`src/rtl/core/polygon_area_perimeter_circularity_macros.svh`:
```
// Assertion helpers for the polygon measurement block.
// Each helper is clocked on clk_i and disabled while rst_ni is low.
`ifndef POLYGON_AREA_PERIMETER_CIRCULARITY_MACROS_SVH
`define POLYGON_AREA_PERIMETER_CIRCULARITY_MACROS_SVH

`ifndef SYNTHESIS
`define PAPC_ASSERT(label, prop) \
  label: assert property (@(posedge clk_i) disable iff (!rst_ni) (prop)) \
    else $error("papc assertion failed");
`define PAPC_ASSERT_NEXT(label, pre, post) \
  label: assert property (@(posedge clk_i) disable iff (!rst_ni) (pre) |=> (post)) \
    else $error("papc assertion failed");
`else
`define PAPC_ASSERT(label, prop)
`define PAPC_ASSERT_NEXT(label, pre, post)
`endif

`endif

```
`src/rtl/core/papc_pkg.sv`:
```
package papc_pkg;

  localparam int unsigned CoordBits  = 12;
  localparam int unsigned CrossBits  = 38;
  localparam int unsigned LenBits    = 40;
  localparam int unsigned AreaBits   = 26;
  localparam int unsigned PerimBits  = 32;
  localparam int unsigned CircBits   = 24;
  localparam int unsigned RootBits   = 21;
  localparam int unsigned RadBits    = 2 * RootBits;
  localparam int unsigned DivSteps   = 29;
  localparam int unsigned CntBits    = 5;
  localparam logic [31:0] TwoPiQ29   = 32'd3373259426;

  typedef struct packed {
    logic signed [CoordBits-1:0] vertex_x;
    logic signed [CoordBits-1:0] vertex_y;
    logic                        last_vertex;
  } vertex_t;

  typedef struct packed {
    logic [AreaBits-1:0]  twice_area;
    logic [PerimBits-1:0] perimeter_q8;
    logic [CircBits-1:0]  circularity_q16;
    logic                 degenerate;
  } result_t;

  // Datapath operations, one per controller step.
  typedef enum logic [3:0] {
    OP_NONE, OP_LOAD, OP_CROSS_A, OP_CROSS_B, OP_SQ_A, OP_SQ_B, OP_SQRT,
    OP_ACC, OP_FIN, OP_MUL_N, OP_MUL_D, OP_CHECK, OP_DIV, OP_OUT
  } op_e;

  typedef struct packed {
    op_e  op;
    logic close;
  } cmd_t;

  typedef struct packed {
    logic in_poly;
    logic last;
    logic sat;
  } status_t;

endpackage

```
`src/rtl/core/polygon_area_perimeter_circularity.sv`:
```
// Polygon area, perimeter and circularity.
// Input channel: one vertex per beat (x, y, last flag) on in_valid_i with
// in_stall_o. Output channel: one result per polygon on out_valid_o with
// out_stall_i, carrying twice the area, the perimeter in Q24.8, the
// circularity in Q8.16 and a flag for zero area.
// Each edge runs the cross products (S_CA, S_CB), the squared deltas
// (S_QA, S_QB) and 21 square-root digit steps on a shared unit, then the
// accumulation (S_ACC). A plain vertex is accepted and then runs its edge;
// the first vertex of a polygon, unless it is also the last, is only loaded.
// The last vertex adds its closing edge, a step to clamp the sums (S_FIN),
// the multiplier steps (S_MN, S_MD), a check, 29 restoring division steps
// and a step to load the result register (S_OUT). When the circularity
// saturates at the check, the division steps are skipped. The next vertex
// can be accepted in the cycle the result beat first shows.
// The result register decouples the output; a stalled result holds while the
// next polygon's vertices are accepted, and only the next result waits.
// Reset clears the controller and the polygon flag; the next vertex starts
// a new polygon.
module polygon_area_perimeter_circularity (
  input  logic               clk_i,
  input  logic               rst_ni,
  input  logic               in_valid_i,
  output logic               in_stall_o,
  input  papc_pkg::vertex_t  in_data_i,
  output logic               out_valid_o,
  input  logic               out_stall_i,
  output papc_pkg::result_t  out_data_o
);
  import papc_pkg::*;

  cmd_t    cmd;
  status_t status;

  papc_ctrl u_ctrl (
    .clk_i       (clk_i),
    .rst_ni      (rst_ni),
    .in_valid_i  (in_valid_i),
    .in_last_i   (in_data_i.last_vertex),
    .in_stall_o  (in_stall_o),
    .out_valid_o (out_valid_o),
    .out_stall_i (out_stall_i),
    .status_i    (status),
    .cmd_o       (cmd)
  );

  papc_dp u_dp (
    .clk_i    (clk_i),
    .rst_ni   (rst_ni),
    .cmd_i    (cmd),
    .vertex_i (in_data_i),
    .status_o (status),
    .result_o (out_data_o)
  );

endmodule

```
`src/rtl/core/papc_dp.sv`:
```
module papc_dp (
  input  logic             clk_i,
  input  logic             rst_ni,
  input  papc_pkg::cmd_t   cmd_i,
  input  papc_pkg::vertex_t vertex_i,
  output papc_pkg::status_t status_o,
  output papc_pkg::result_t result_o
);
  import papc_pkg::*;

  logic                        in_poly_q;
  logic                        last_q;
  logic signed [CoordBits-1:0] first_x_q, first_y_q, prev_x_q, prev_y_q;
  logic signed [CoordBits-1:0] cur_x_q, cur_y_q;
  logic [CrossBits-1:0]        cross_q;
  logic [LenBits-1:0]          len_q;
  logic [24:0]                 sq_q;
  logic [RadBits-1:0]          rad_q;
  logic [RootBits+1:0]         rem_q;
  logic [RootBits-1:0]         root_q;
  logic [AreaBits-1:0]         t_q;
  logic [PerimBits-1:0]        p_q;
  logic [63:0]                 n_q;
  logic [57:0]                 d_q;
  logic [57:0]                 r_q;
  logic [DivSteps-1:0]         quo_q;
  logic                        sat_q;
  result_t                     out_q;

  // Edge end points: walking edge or closing edge.
  logic signed [CoordBits:0] ex1, ey1, ex2, ey2, dx, dy;
  assign ex1 = cmd_i.close ? (CoordBits+1)'(cur_x_q) : (CoordBits+1)'(prev_x_q);
  assign ey1 = cmd_i.close ? (CoordBits+1)'(cur_y_q) : (CoordBits+1)'(prev_y_q);
  assign ex2 = cmd_i.close ? (CoordBits+1)'(first_x_q) : (CoordBits+1)'(cur_x_q);
  assign ey2 = cmd_i.close ? (CoordBits+1)'(first_y_q) : (CoordBits+1)'(cur_y_q);
  assign dx  = ex2 - ex1;
  assign dy  = ey2 - ey1;

  // Shared small signed multiplier for cross terms and squares.
  logic signed [CoordBits:0]     ma, mb;
  logic signed [2*CoordBits+1:0] sprod;
  always_comb begin
    case (cmd_i.op)
      OP_CROSS_A: begin ma = ex1; mb = ey2; end
      OP_CROSS_B: begin ma = ey1; mb = ex2; end
      OP_SQ_A:    begin ma = dx;  mb = dx;  end
      default:    begin ma = dy;  mb = dy;  end
    endcase
  end
  assign sprod = (2*CoordBits+2)'(ma) * (2*CoordBits+2)'(mb);

  logic [CrossBits-1:0] sprod_ext;
  assign sprod_ext = {{(CrossBits-2*CoordBits-2){sprod[2*CoordBits+1]}}, sprod};

  logic [24:0] sq_sum;
  assign sq_sum = sq_q + sprod[24:0];

  // One digit of the square root: two radicand bits per step.
  logic [RootBits+3:0] rem_t, trial;
  logic                root_ge;
  assign rem_t   = {rem_q, rad_q[RadBits-1 -: 2]};
  assign trial   = {2'b00, root_q, 2'b01};
  assign root_ge = rem_t >= trial;

  logic [LenBits:0] len_sum;
  assign len_sum = {1'b0, len_q} + (LenBits+1)'(root_q);

  // Magnitude of the cross sum.
  logic [CrossBits-1:0] cross_mag;
  assign cross_mag = cross_q[CrossBits-1] ? (~cross_q + 1'b1) : cross_q;

  // Shared wide multiplier for P squared and T times two pi.
  logic [31:0] wa, wb;
  logic [63:0] wprod;
  assign wa    = (cmd_i.op == OP_MUL_N) ? p_q : 32'(t_q);
  assign wb    = (cmd_i.op == OP_MUL_N) ? p_q : TwoPiQ29;
  assign wprod = 64'(wa) * 64'(wb);

  // One restoring division step.
  logic [58:0] rs;
  logic [58:0] rs_sub;
  logic        div_ge;
  assign rs     = {r_q, 1'b0};
  assign div_ge = rs >= {1'b0, d_q};
  assign rs_sub = rs - {1'b0, d_q};

  logic [CircBits-1:0] circ;
  assign circ = (sat_q || (quo_q[DivSteps-1:CircBits] != '0)) ? '1 : quo_q[CircBits-1:0];

  // Polygon tracking flag.
  always_ff @(posedge clk_i or negedge rst_ni) begin
    if (!rst_ni) begin
      in_poly_q <= 1'b0;
    end else if (cmd_i.op == OP_LOAD) begin
      in_poly_q <= 1'b1;
    end else if (cmd_i.op == OP_ACC && cmd_i.close) begin
      in_poly_q <= 1'b0;
    end
  end

  // Datapath registers.
  always_ff @(posedge clk_i) begin
    case (cmd_i.op)
      OP_LOAD: begin
        cur_x_q <= vertex_i.vertex_x;
        cur_y_q <= vertex_i.vertex_y;
        last_q  <= vertex_i.last_vertex;
        if (!in_poly_q) begin
          first_x_q <= vertex_i.vertex_x;
          first_y_q <= vertex_i.vertex_y;
          prev_x_q  <= vertex_i.vertex_x;
          prev_y_q  <= vertex_i.vertex_y;
          cross_q   <= '0;
          len_q     <= '0;
        end
      end
      OP_CROSS_A: cross_q <= cross_q + sprod_ext;
      OP_CROSS_B: cross_q <= cross_q - sprod_ext;
      OP_SQ_A:    sq_q <= sprod[24:0];
      OP_SQ_B: begin
        rad_q  <= {1'b0, sq_sum, 16'b0};
        rem_q  <= '0;
        root_q <= '0;
      end
      OP_SQRT: begin
        rad_q <= rad_q << 2;
        if (root_ge) begin
          rem_q  <= (RootBits+2)'(rem_t - trial);
          root_q <= {root_q[RootBits-2:0], 1'b1};
        end else begin
          rem_q  <= (RootBits+2)'(rem_t);
          root_q <= {root_q[RootBits-2:0], 1'b0};
        end
      end
      OP_ACC: begin
        len_q <= len_sum[LenBits] ? '1 : len_sum[LenBits-1:0];
        if (!cmd_i.close) begin
          prev_x_q <= cur_x_q;
          prev_y_q <= cur_y_q;
        end
      end
      OP_FIN: begin
        t_q <= (cross_mag[CrossBits-1:AreaBits] != '0) ? '1 : cross_mag[AreaBits-1:0];
        p_q <= (len_q[LenBits-1:PerimBits] != '0) ? '1 : len_q[PerimBits-1:0];
      end
      OP_MUL_N: n_q <= wprod;
      OP_MUL_D: d_q <= wprod[57:0];
      OP_CHECK: begin
        sat_q <= status_o.sat;
        r_q   <= n_q[57:0];
        quo_q <= '0;
      end
      OP_DIV: begin
        r_q   <= div_ge ? rs_sub[57:0] : rs[57:0];
        quo_q <= {quo_q[DivSteps-2:0], div_ge};
      end
      OP_OUT: begin
        out_q.twice_area      <= t_q;
        out_q.perimeter_q8    <= p_q;
        out_q.circularity_q16 <= circ;
        out_q.degenerate      <= (t_q == '0);
      end
      default: ;
    endcase
  end

  assign status_o.in_poly = in_poly_q;
  assign status_o.last    = last_q;
  assign status_o.sat     = (t_q == '0) || (n_q >= {6'b0, d_q});
  assign result_o         = out_q;

endmodule

```
`src/rtl/core/papc_ctrl.sv`:
```
`include "polygon_area_perimeter_circularity_macros.svh"

module papc_ctrl (
  input  logic              clk_i,
  input  logic              rst_ni,
  input  logic              in_valid_i,
  input  logic              in_last_i,
  output logic              in_stall_o,
  output logic              out_valid_o,
  input  logic              out_stall_i,
  input  papc_pkg::status_t status_i,
  output papc_pkg::cmd_t    cmd_o
);
  import papc_pkg::*;

  typedef enum logic [12:0] {
    S_IDLE  = 13'b0000000000001,
    S_CA    = 13'b0000000000010,
    S_CB    = 13'b0000000000100,
    S_QA    = 13'b0000000001000,
    S_QB    = 13'b0000000010000,
    S_SQRT  = 13'b0000000100000,
    S_ACC   = 13'b0000001000000,
    S_FIN   = 13'b0000010000000,
    S_MN    = 13'b0000100000000,
    S_MD    = 13'b0001000000000,
    S_CHK   = 13'b0010000000000,
    S_DIV   = 13'b0100000000000,
    S_OUT   = 13'b1000000000000
  } state_e;

  state_e             state_q, state_d;
  logic               close_q, close_d;
  logic [CntBits-1:0] cnt_q, cnt_d;
  logic               out_valid_q, out_valid_d;
  logic               accept, fire;

  assign accept = (state_q == S_IDLE) && in_valid_i;
  assign fire   = (state_q == S_OUT) && (!out_valid_q || !out_stall_i);

  // Next state and datapath command.
  always_comb begin
    state_d     = state_q;
    close_d     = close_q;
    cnt_d       = cnt_q;
    cmd_o.op    = OP_NONE;
    cmd_o.close = close_q;
    case (state_q)
      S_IDLE: begin
        if (accept) begin
          cmd_o.op = OP_LOAD;
          if (status_i.in_poly) begin
            close_d = 1'b0;
            state_d = S_CA;
          end else if (in_last_i) begin
            close_d = 1'b1;
            state_d = S_CA;
          end
        end
      end
      S_CA: begin cmd_o.op = OP_CROSS_A; state_d = S_CB; end
      S_CB: begin cmd_o.op = OP_CROSS_B; state_d = S_QA; end
      S_QA: begin cmd_o.op = OP_SQ_A;    state_d = S_QB; end
      S_QB: begin
        cmd_o.op = OP_SQ_B;
        cnt_d    = '0;
        state_d  = S_SQRT;
      end
      S_SQRT: begin
        cmd_o.op = OP_SQRT;
        cnt_d    = cnt_q + 1'b1;
        if (cnt_q == CntBits'(RootBits - 1)) state_d = S_ACC;
      end
      S_ACC: begin
        cmd_o.op = OP_ACC;
        if (close_q) begin
          state_d = S_FIN;
        end else if (status_i.last) begin
          close_d = 1'b1;
          state_d = S_CA;
        end else begin
          state_d = S_IDLE;
        end
      end
      S_FIN: begin cmd_o.op = OP_FIN;   state_d = S_MN; end
      S_MN:  begin cmd_o.op = OP_MUL_N; state_d = S_MD; end
      S_MD:  begin cmd_o.op = OP_MUL_D; state_d = S_CHK; end
      S_CHK: begin
        cmd_o.op = OP_CHECK;
        cnt_d    = '0;
        state_d  = status_i.sat ? S_OUT : S_DIV;
      end
      S_DIV: begin
        cmd_o.op = OP_DIV;
        cnt_d    = cnt_q + 1'b1;
        if (cnt_q == CntBits'(DivSteps - 1)) state_d = S_OUT;
      end
      S_OUT: begin
        if (fire) begin
          cmd_o.op = OP_OUT;
          state_d  = S_IDLE;
        end
      end
      default: state_d = S_IDLE;
    endcase
  end

  // Output valid: set when a result is loaded, cleared when the beat is taken.
  always_comb begin
    out_valid_d = out_valid_q;
    if (fire) begin
      out_valid_d = 1'b1;
    end else if (out_valid_q && !out_stall_i) begin
      out_valid_d = 1'b0;
    end
  end

  always_ff @(posedge clk_i or negedge rst_ni) begin
    if (!rst_ni) begin
      state_q     <= S_IDLE;
      close_q     <= 1'b0;
      cnt_q       <= '0;
      out_valid_q <= 1'b0;
    end else begin
      state_q     <= state_d;
      close_q     <= close_d;
      cnt_q       <= cnt_d;
      out_valid_q <= out_valid_d;
    end
  end

  assign in_stall_o  = (state_q != S_IDLE);
  assign out_valid_o = out_valid_q;

  // The digit counters never run past their step count.
  `PAPC_ASSERT(a_sqrt_cnt, (state_q != S_SQRT) || (cnt_q < CntBits'(RootBits)))
  `PAPC_ASSERT(a_div_cnt, (state_q != S_DIV) || (cnt_q < CntBits'(DivSteps)))
  // A loaded result shows as a valid beat in the next cycle.
  `PAPC_ASSERT_NEXT(a_out_shown, fire, out_valid_o)
  // The closing edge is only ever followed by the final result steps.
  `PAPC_ASSERT_NEXT(a_close_fin, (state_q == S_ACC) && close_q, state_q == S_FIN)

endmodule

```
`config.mk`:
```
export PLATFORM = sky130hd
export DESIGN_NAME = polygon_area_perimeter_circularity
export DESIGN_NICKNAME = d
export VERILOG_FILES = /design/src/rtl/core/papc_pkg.sv /design/src/rtl/core/polygon_area_perimeter_circularity.sv /design/src/rtl/core/papc_dp.sv /design/src/rtl/core/papc_ctrl.sv
export VERILOG_INCLUDE_DIRS = /design/src /design/src/rtl/core
export SDC_FILE = /design/constraint.sdc
export NUM_CORES = 2
export LEC_CHECK = 0
export BUFFER_PORTS_ARGS = -buffer_cell sky130_fd_sc_hd__buf_2
export CAP_MARGIN = 15
export CORE_UTILIZATION = 40
export CTS_CLUSTER_SIZE = 12
export DETAILED_ROUTE_END_ITERATION = 8
export MAX_ROUTING_LAYER = met4
export SYNTH_ARGS = -nofsm -noshare
export SYNTH_HDL_FRONTEND = slang
export SYNTH_SLANG_ARGS = --single-unit
```
`constraint.sdc`:
```
create_clock -name clk_i -period 26.5 [get_ports clk_i]
set_input_delay 1.325 -clock clk_i [delete_from_list [all_inputs] [get_ports clk_i]]
set_output_delay 1.325 -clock clk_i [all_outputs]
set_load 0.01 [all_outputs]
```
==> metrics.txt <==
# TYPE chip_impl_metric gauge
chip_impl_info{name="outcome",value="finished, final reports clean"} 1
chip_impl_metric{name="gr-total-overflow",unit=""} 0
chip_impl_metric{name="drive_above_1_share",unit="%"} 6.84
chip_impl_info{name="holdCritStartpoint",value="u_dp.rad_q[21]$_DFFE_PP_"} 1
chip_impl_metric{name="yosysWarnings",unit=""} 0
chip_impl_metric{name="post_cts_hold_buffer_count",unit=""} 0
chip_impl_info{name="synth_flop_cell",value="sky130_fd_sc_hd__edfxtp_1"} 1
chip_impl_metric{name="grt.met1_usage",unit="%"} 31.1
chip_impl_metric{name="netlist_cell_types",unit=""} 94
chip_impl_metric{name="postSynthRegisterBits",unit=""} 618
chip_impl_metric{name="port_buffers",unit=""} 113
chip_impl_metric{name="fp.dieW",unit="microns"} 434
chip_impl_metric{name="place_congestion",unit=""} 0.973
chip_impl_metric{name="grt_util_met3",unit="%"} 4.02
chip_impl_metric{name="route.antenna.remaining_nets",unit=""} 0
chip_impl_metric{name="area_growth_syn_to_layout",unit="%"} 8.18
chip_impl_metric{name="setup_total_negative_slack",unit="ps"} 0
chip_impl_metric{name="num_vias",unit=""} 55800
chip_impl_metric{name="route.final.wire_length",unit="mm"} 231
chip_impl_info{name="worst-setup-path-type",value="register to register"} 1
chip_impl_info{name="regToRegStartpoint",value="u_ctrl.state_q[3]$_DFFE_PN0P_"} 1
chip_impl_info{name="most_common_cell_after_layout_fill_and_taps_aside",value="sky130_fd_sc_hd__inv_1"} 1
chip_impl_metric{name="setup_slack",unit="ps"} 12740
chip_impl_metric{name="multi_input_area",unit="sq um"} 49600
chip_impl_metric{name="synth_area",unit="sq um"} 74600
chip_impl_metric{name="met2_track_demand_over_resource",unit="%"} 41.1
chip_impl_metric{name="crit_path_max_incr_delay",unit="ps"} 780
chip_impl_metric{name="ctsResizeCount",unit=""} 0
chip_impl_metric{name="number_of_synthesized_flops_with_an_enable_pin",unit=""} 597
chip_impl_metric{name="async_flop_share",unit="%"} 3.40
chip_impl_metric{name="drc_marker_count_from_the_first_detailed_route_iteration",unit=""} 5112
chip_impl_metric{name="clock-sinks",unit=""} 618
chip_impl_metric{name="ctsLongestPathBuffers",unit=""} 3
chip_impl_metric{name="detailedPlace.worstSlack",unit="ps"} 12970
chip_impl_info{name="cts_tree",value="done"} 1
chip_impl_info{name="grt_most_used_layer",value="met2"} 1
chip_impl_info{name="setup_repair_after_global_routing_missed_its_margin",value="no"} 1
chip_impl_metric{name="via_count_of_the_first_global_routing_pass",unit=""} 58400
chip_impl_metric{name="hold_violations",unit=""} 0
chip_impl_metric{name="floorplan.core_area",unit="sq um"} 185000
chip_impl_info{name="timing.critical_path.to_type",value="register"} 1
chip_impl_metric{name="r2r_setup_slk",unit="ps"} 12740
chip_impl_info{name="crit_path_max_delay_cell_type",value="sky130_fd_sc_hd__a21oi_1"} 1
chip_impl_info{name="critical_path.most_common_cell",value="sky130_fd_sc_hd__fa_1"} 1
chip_impl_metric{name="synth_nets",unit=""} 9439
chip_impl_metric{name="dpl_cell_area",unit="sq um"} 78000
chip_impl_info{name="hold_class",value="register to register"} 1
chip_impl_metric{name="final_core_util",unit="%"} 43.5
chip_impl_metric{name="remaining_drc_errors",unit=""} 0
chip_impl_metric{name="hold_path_depth",unit=""} 2
chip_impl_metric{name="die_area",unit="sq um"} 188000
chip_impl_metric{name="final_area",unit="sq um"} 80700
chip_impl_metric{name="antenna_found_initial",unit=""} 17
chip_impl_info{name="most_frequent_cells_in_the_layout",value="sky130_fd_sc_hd__inv_1, sky130_fd_sc_hd__fa_1, sky130_fd_sc_hd__nand2_1, sky130_fd_sc_hd__edfxtp_1, sky130_fd_sc_hd__ha_1"} 1
chip_impl_metric{name="numCtsBuffers",unit=""} 78
chip_impl_metric{name="viasPerCell",unit=""} 5.41
chip_impl_metric{name="crit_path_max_fanout",unit=""} 100
chip_impl_metric{name="max_slew_violations",unit=""} 0
chip_impl_metric{name="register_area",unit="sq um"} 18500
chip_impl_metric{name="max-slew-margin-rel",unit="%"} 17.0
chip_impl_metric{name="initial_core_utilization",unit="%"} 40.3
chip_impl_metric{name="die_height",unit="microns"} 434
chip_impl_metric{name="avgSynthCellArea",unit="sq um"} 9.60
chip_impl_metric{name="post-dp-hpwl",unit="mm"} 175
chip_impl_metric{name="gr_usage_total",unit="%"} 25.6
chip_impl_metric{name="fin_crit",unit="ps"} 13760
chip_impl_info{name="cts-root-buf",value="sky130_fd_sc_hd__clkbuf_16"} 1
chip_impl_metric{name="timing.fmax",unit="MHz"} 72.7
chip_impl_metric{name="cts_setup_buffers",unit=""} 0
chip_impl_info{name="min_to",value="u_dp.rad_q[23]$_DFFE_PP_"} 1
chip_impl_metric{name="cp.arrival",unit="ps"} 14200
chip_impl_metric{name="layout.nets",unit=""} 9432
chip_impl_metric{name="drv_cap",unit=""} 0
chip_impl_metric{name="final_period_util",unit="%"} 51.9
chip_impl_info{name="setup_crit_start_kind",value="register"} 1
chip_impl_metric{name="worstPathRequired",unit="ps"} 26940
chip_impl_metric{name="postSynthCellCount",unit=""} 7768
chip_impl_metric{name="clock_transition_time_at_the_flip_flop_clock_pins_of_the_worst_setup_and_hold_paths",unit="ps"} 60
chip_impl_info{name="reg2reg_end",value="u_dp.n_q[58]$_DFFE_PN_"} 1
chip_impl_metric{name="fill_cells",unit=""} 18100
chip_impl_metric{name="boundaryPins",unit=""} 114
chip_impl_metric{name="reg2reg_depth",unit=""} 38
chip_impl_metric{name="synth_seq_area_share",unit="%"} 24.7
chip_impl_metric{name="grt_max_degree",unit=""} 101
chip_impl_metric{name="setup_violation_total_in_the_final_timing_report",unit=""} 0
chip_impl_metric{name="routedWlPerCell",unit="microns"} 22.4
chip_impl_metric{name="slew_worst_pin",unit="ps"} 1250
chip_impl_metric{name="finClkSkew",unit="ps"} 85.4
chip_impl_metric{name="drt-pass1-iter-count",unit=""} 8
chip_impl_metric{name="h-tree-depth",unit=""} 3
chip_impl_metric{name="count_of_standard_cell_rows",unit=""} 158
chip_impl_metric{name="grt_pass1_wl",unit="mm"} 352
chip_impl_metric{name="worst_skew_pair_latency",unit="ps"} 720
cell usage after synthesis (37+ instances only):
master                     instances  area [sq um]
sky130_fd_sc_hd__inv_1          1401          5260
sky130_fd_sc_hd__fa_1           1064         21300
sky130_fd_sc_hd__nand2_1        1038          3900
sky130_fd_sc_hd__edfxtp_1        597         17900
sky130_fd_sc_hd__ha_1            578          7230
sky130_fd_sc_hd__nor2_1          470          1760
sky130_fd_sc_hd__a21oi_1         394          1970
sky130_fd_sc_hd__clkbuf_1        290          1090
sky130_fd_sc_hd__o21ai_0         225          1130
sky130_fd_sc_hd__xnor2_1         181          1590
sky130_fd_sc_hd__and3_1          158           988
sky130_fd_sc_hd__xor2_1          127          1110
sky130_fd_sc_hd__a21o_1          121           908
sky130_fd_sc_hd__mux2i_1          97           971
sky130_fd_sc_hd__or2_2            89           557
sky130_fd_sc_hd__and2_1           80           500
sky130_fd_sc_hd__nand3_1          76           380
sky130_fd_sc_hd__nor3_1           65           325
sky130_fd_sc_hd__nand2b_1         61           382
sky130_fd_sc_hd__nor2b_1          54           338
sky130_fd_sc_hd__nand4_1          50           313
sky130_fd_sc_hd__o21a_1           41           308
sky130_fd_sc_hd__a211oi_1         38           285
sky130_fd_sc_hd__o21bai_1         38           285
sky130_fd_sc_hd__a31oi_1          37           231
logic make-up (layout without fill, tap and decap cells):
logic type	Yosys count	count (layout)	synth area share [%]
AO/OA/AOI/OAI	1093	1093	9.10
other	0	12	0
buffers and inverters	1736	1793	8.82
XOR/XNOR	308	308	3.62
adder cells (fa/ha/maj)	1642	1642	38.3
flip-flops	618	618	24.7
AND/OR/NAND/NOR	2249	2249	13.8
multiplexers	122	122	1.68
state kept, by name, indices dropped and copies added, names as in the netlist, 29 cells and up:
signal         count
u_dp.cross_q      38
u_dp.d_q          58
u_dp.len_q        40
u_dp.n_q          64
u_dp.p_q          32
u_dp.quo_q        29
u_dp.r_q          58
u_dp.result_o     83
routing by layer:
metal | vias up | share of wire [%]
met5 | - | 0
li1 | 25100 | -
met1 | 27900 | 39
met2 | 2164 | 47
met3 | 616 | 7.4
met4 | 0 | 6.1
final cells by class:
cell class	count	share of cell area, %
Clock buffer	84	2.45
Timing Repair Buffer	244	1.97
Antenna cell	12	0.0372
Tap cell	2480	3.85
Clock inverter	60	0.783
Inverter	1405	6.54
Sequential cell	618	22.9
Multi-Input combinational cell	5414	61.5
critical path: cells and delay by family (launching register included):
family / cells / cell delay [ps]
adder cells (fa/ha/maj): 9 / 4200
AO/OA/AOI/OAI: 9 / 3220
AND/OR/NAND/NOR: 10 / 2870
buffers and inverters: 9 / 2560
flip-flops: 1 / 400
XOR/XNOR: 1 / 100
stage by stage:
stage | instances | hold WS, ps
final | 10300 | 499
after global routing | 10300 | 534
after CTS | 10300 | 506
after detailed placement | 10200 | 510
after global placement | 10200 | 504
after floorplan | 7768 | 424
worst max-delay path by stage:
stage / start / end / depth (start not counted)
global placement: u_ctrl.state_q[3]$_DFFE_PN0P_ / u_dp.n_q[58]$_DFFE_PN_ / 43
finish: u_ctrl.state_q[3]$_DFFE_PN0P_ / u_dp.n_q[58]$_DFFE_PN_ / 38
floorplan: u_ctrl.close_q$_DFFE_PN0P_ / u_dp.cross_q[37]$_SDFFCE_PN0P_ / 51
detailed placement: u_ctrl.state_q[3]$_DFFE_PN0P_ / u_dp.n_q[58]$_DFFE_PN_ / 38
global route: u_ctrl.close_q$_DFFE_PN0P_ / u_dp.cross_q[37]$_SDFFCE_PN0P_ / 50
CTS: u_ctrl.state_q[3]$_DFFE_PN0P_ / u_dp.n_q[58]$_DFFE_PN_ / 38
Power is left out: the tool's default activity adds up to more than one toggle a clock period on the data nets, which glitch-free logic cannot reach.
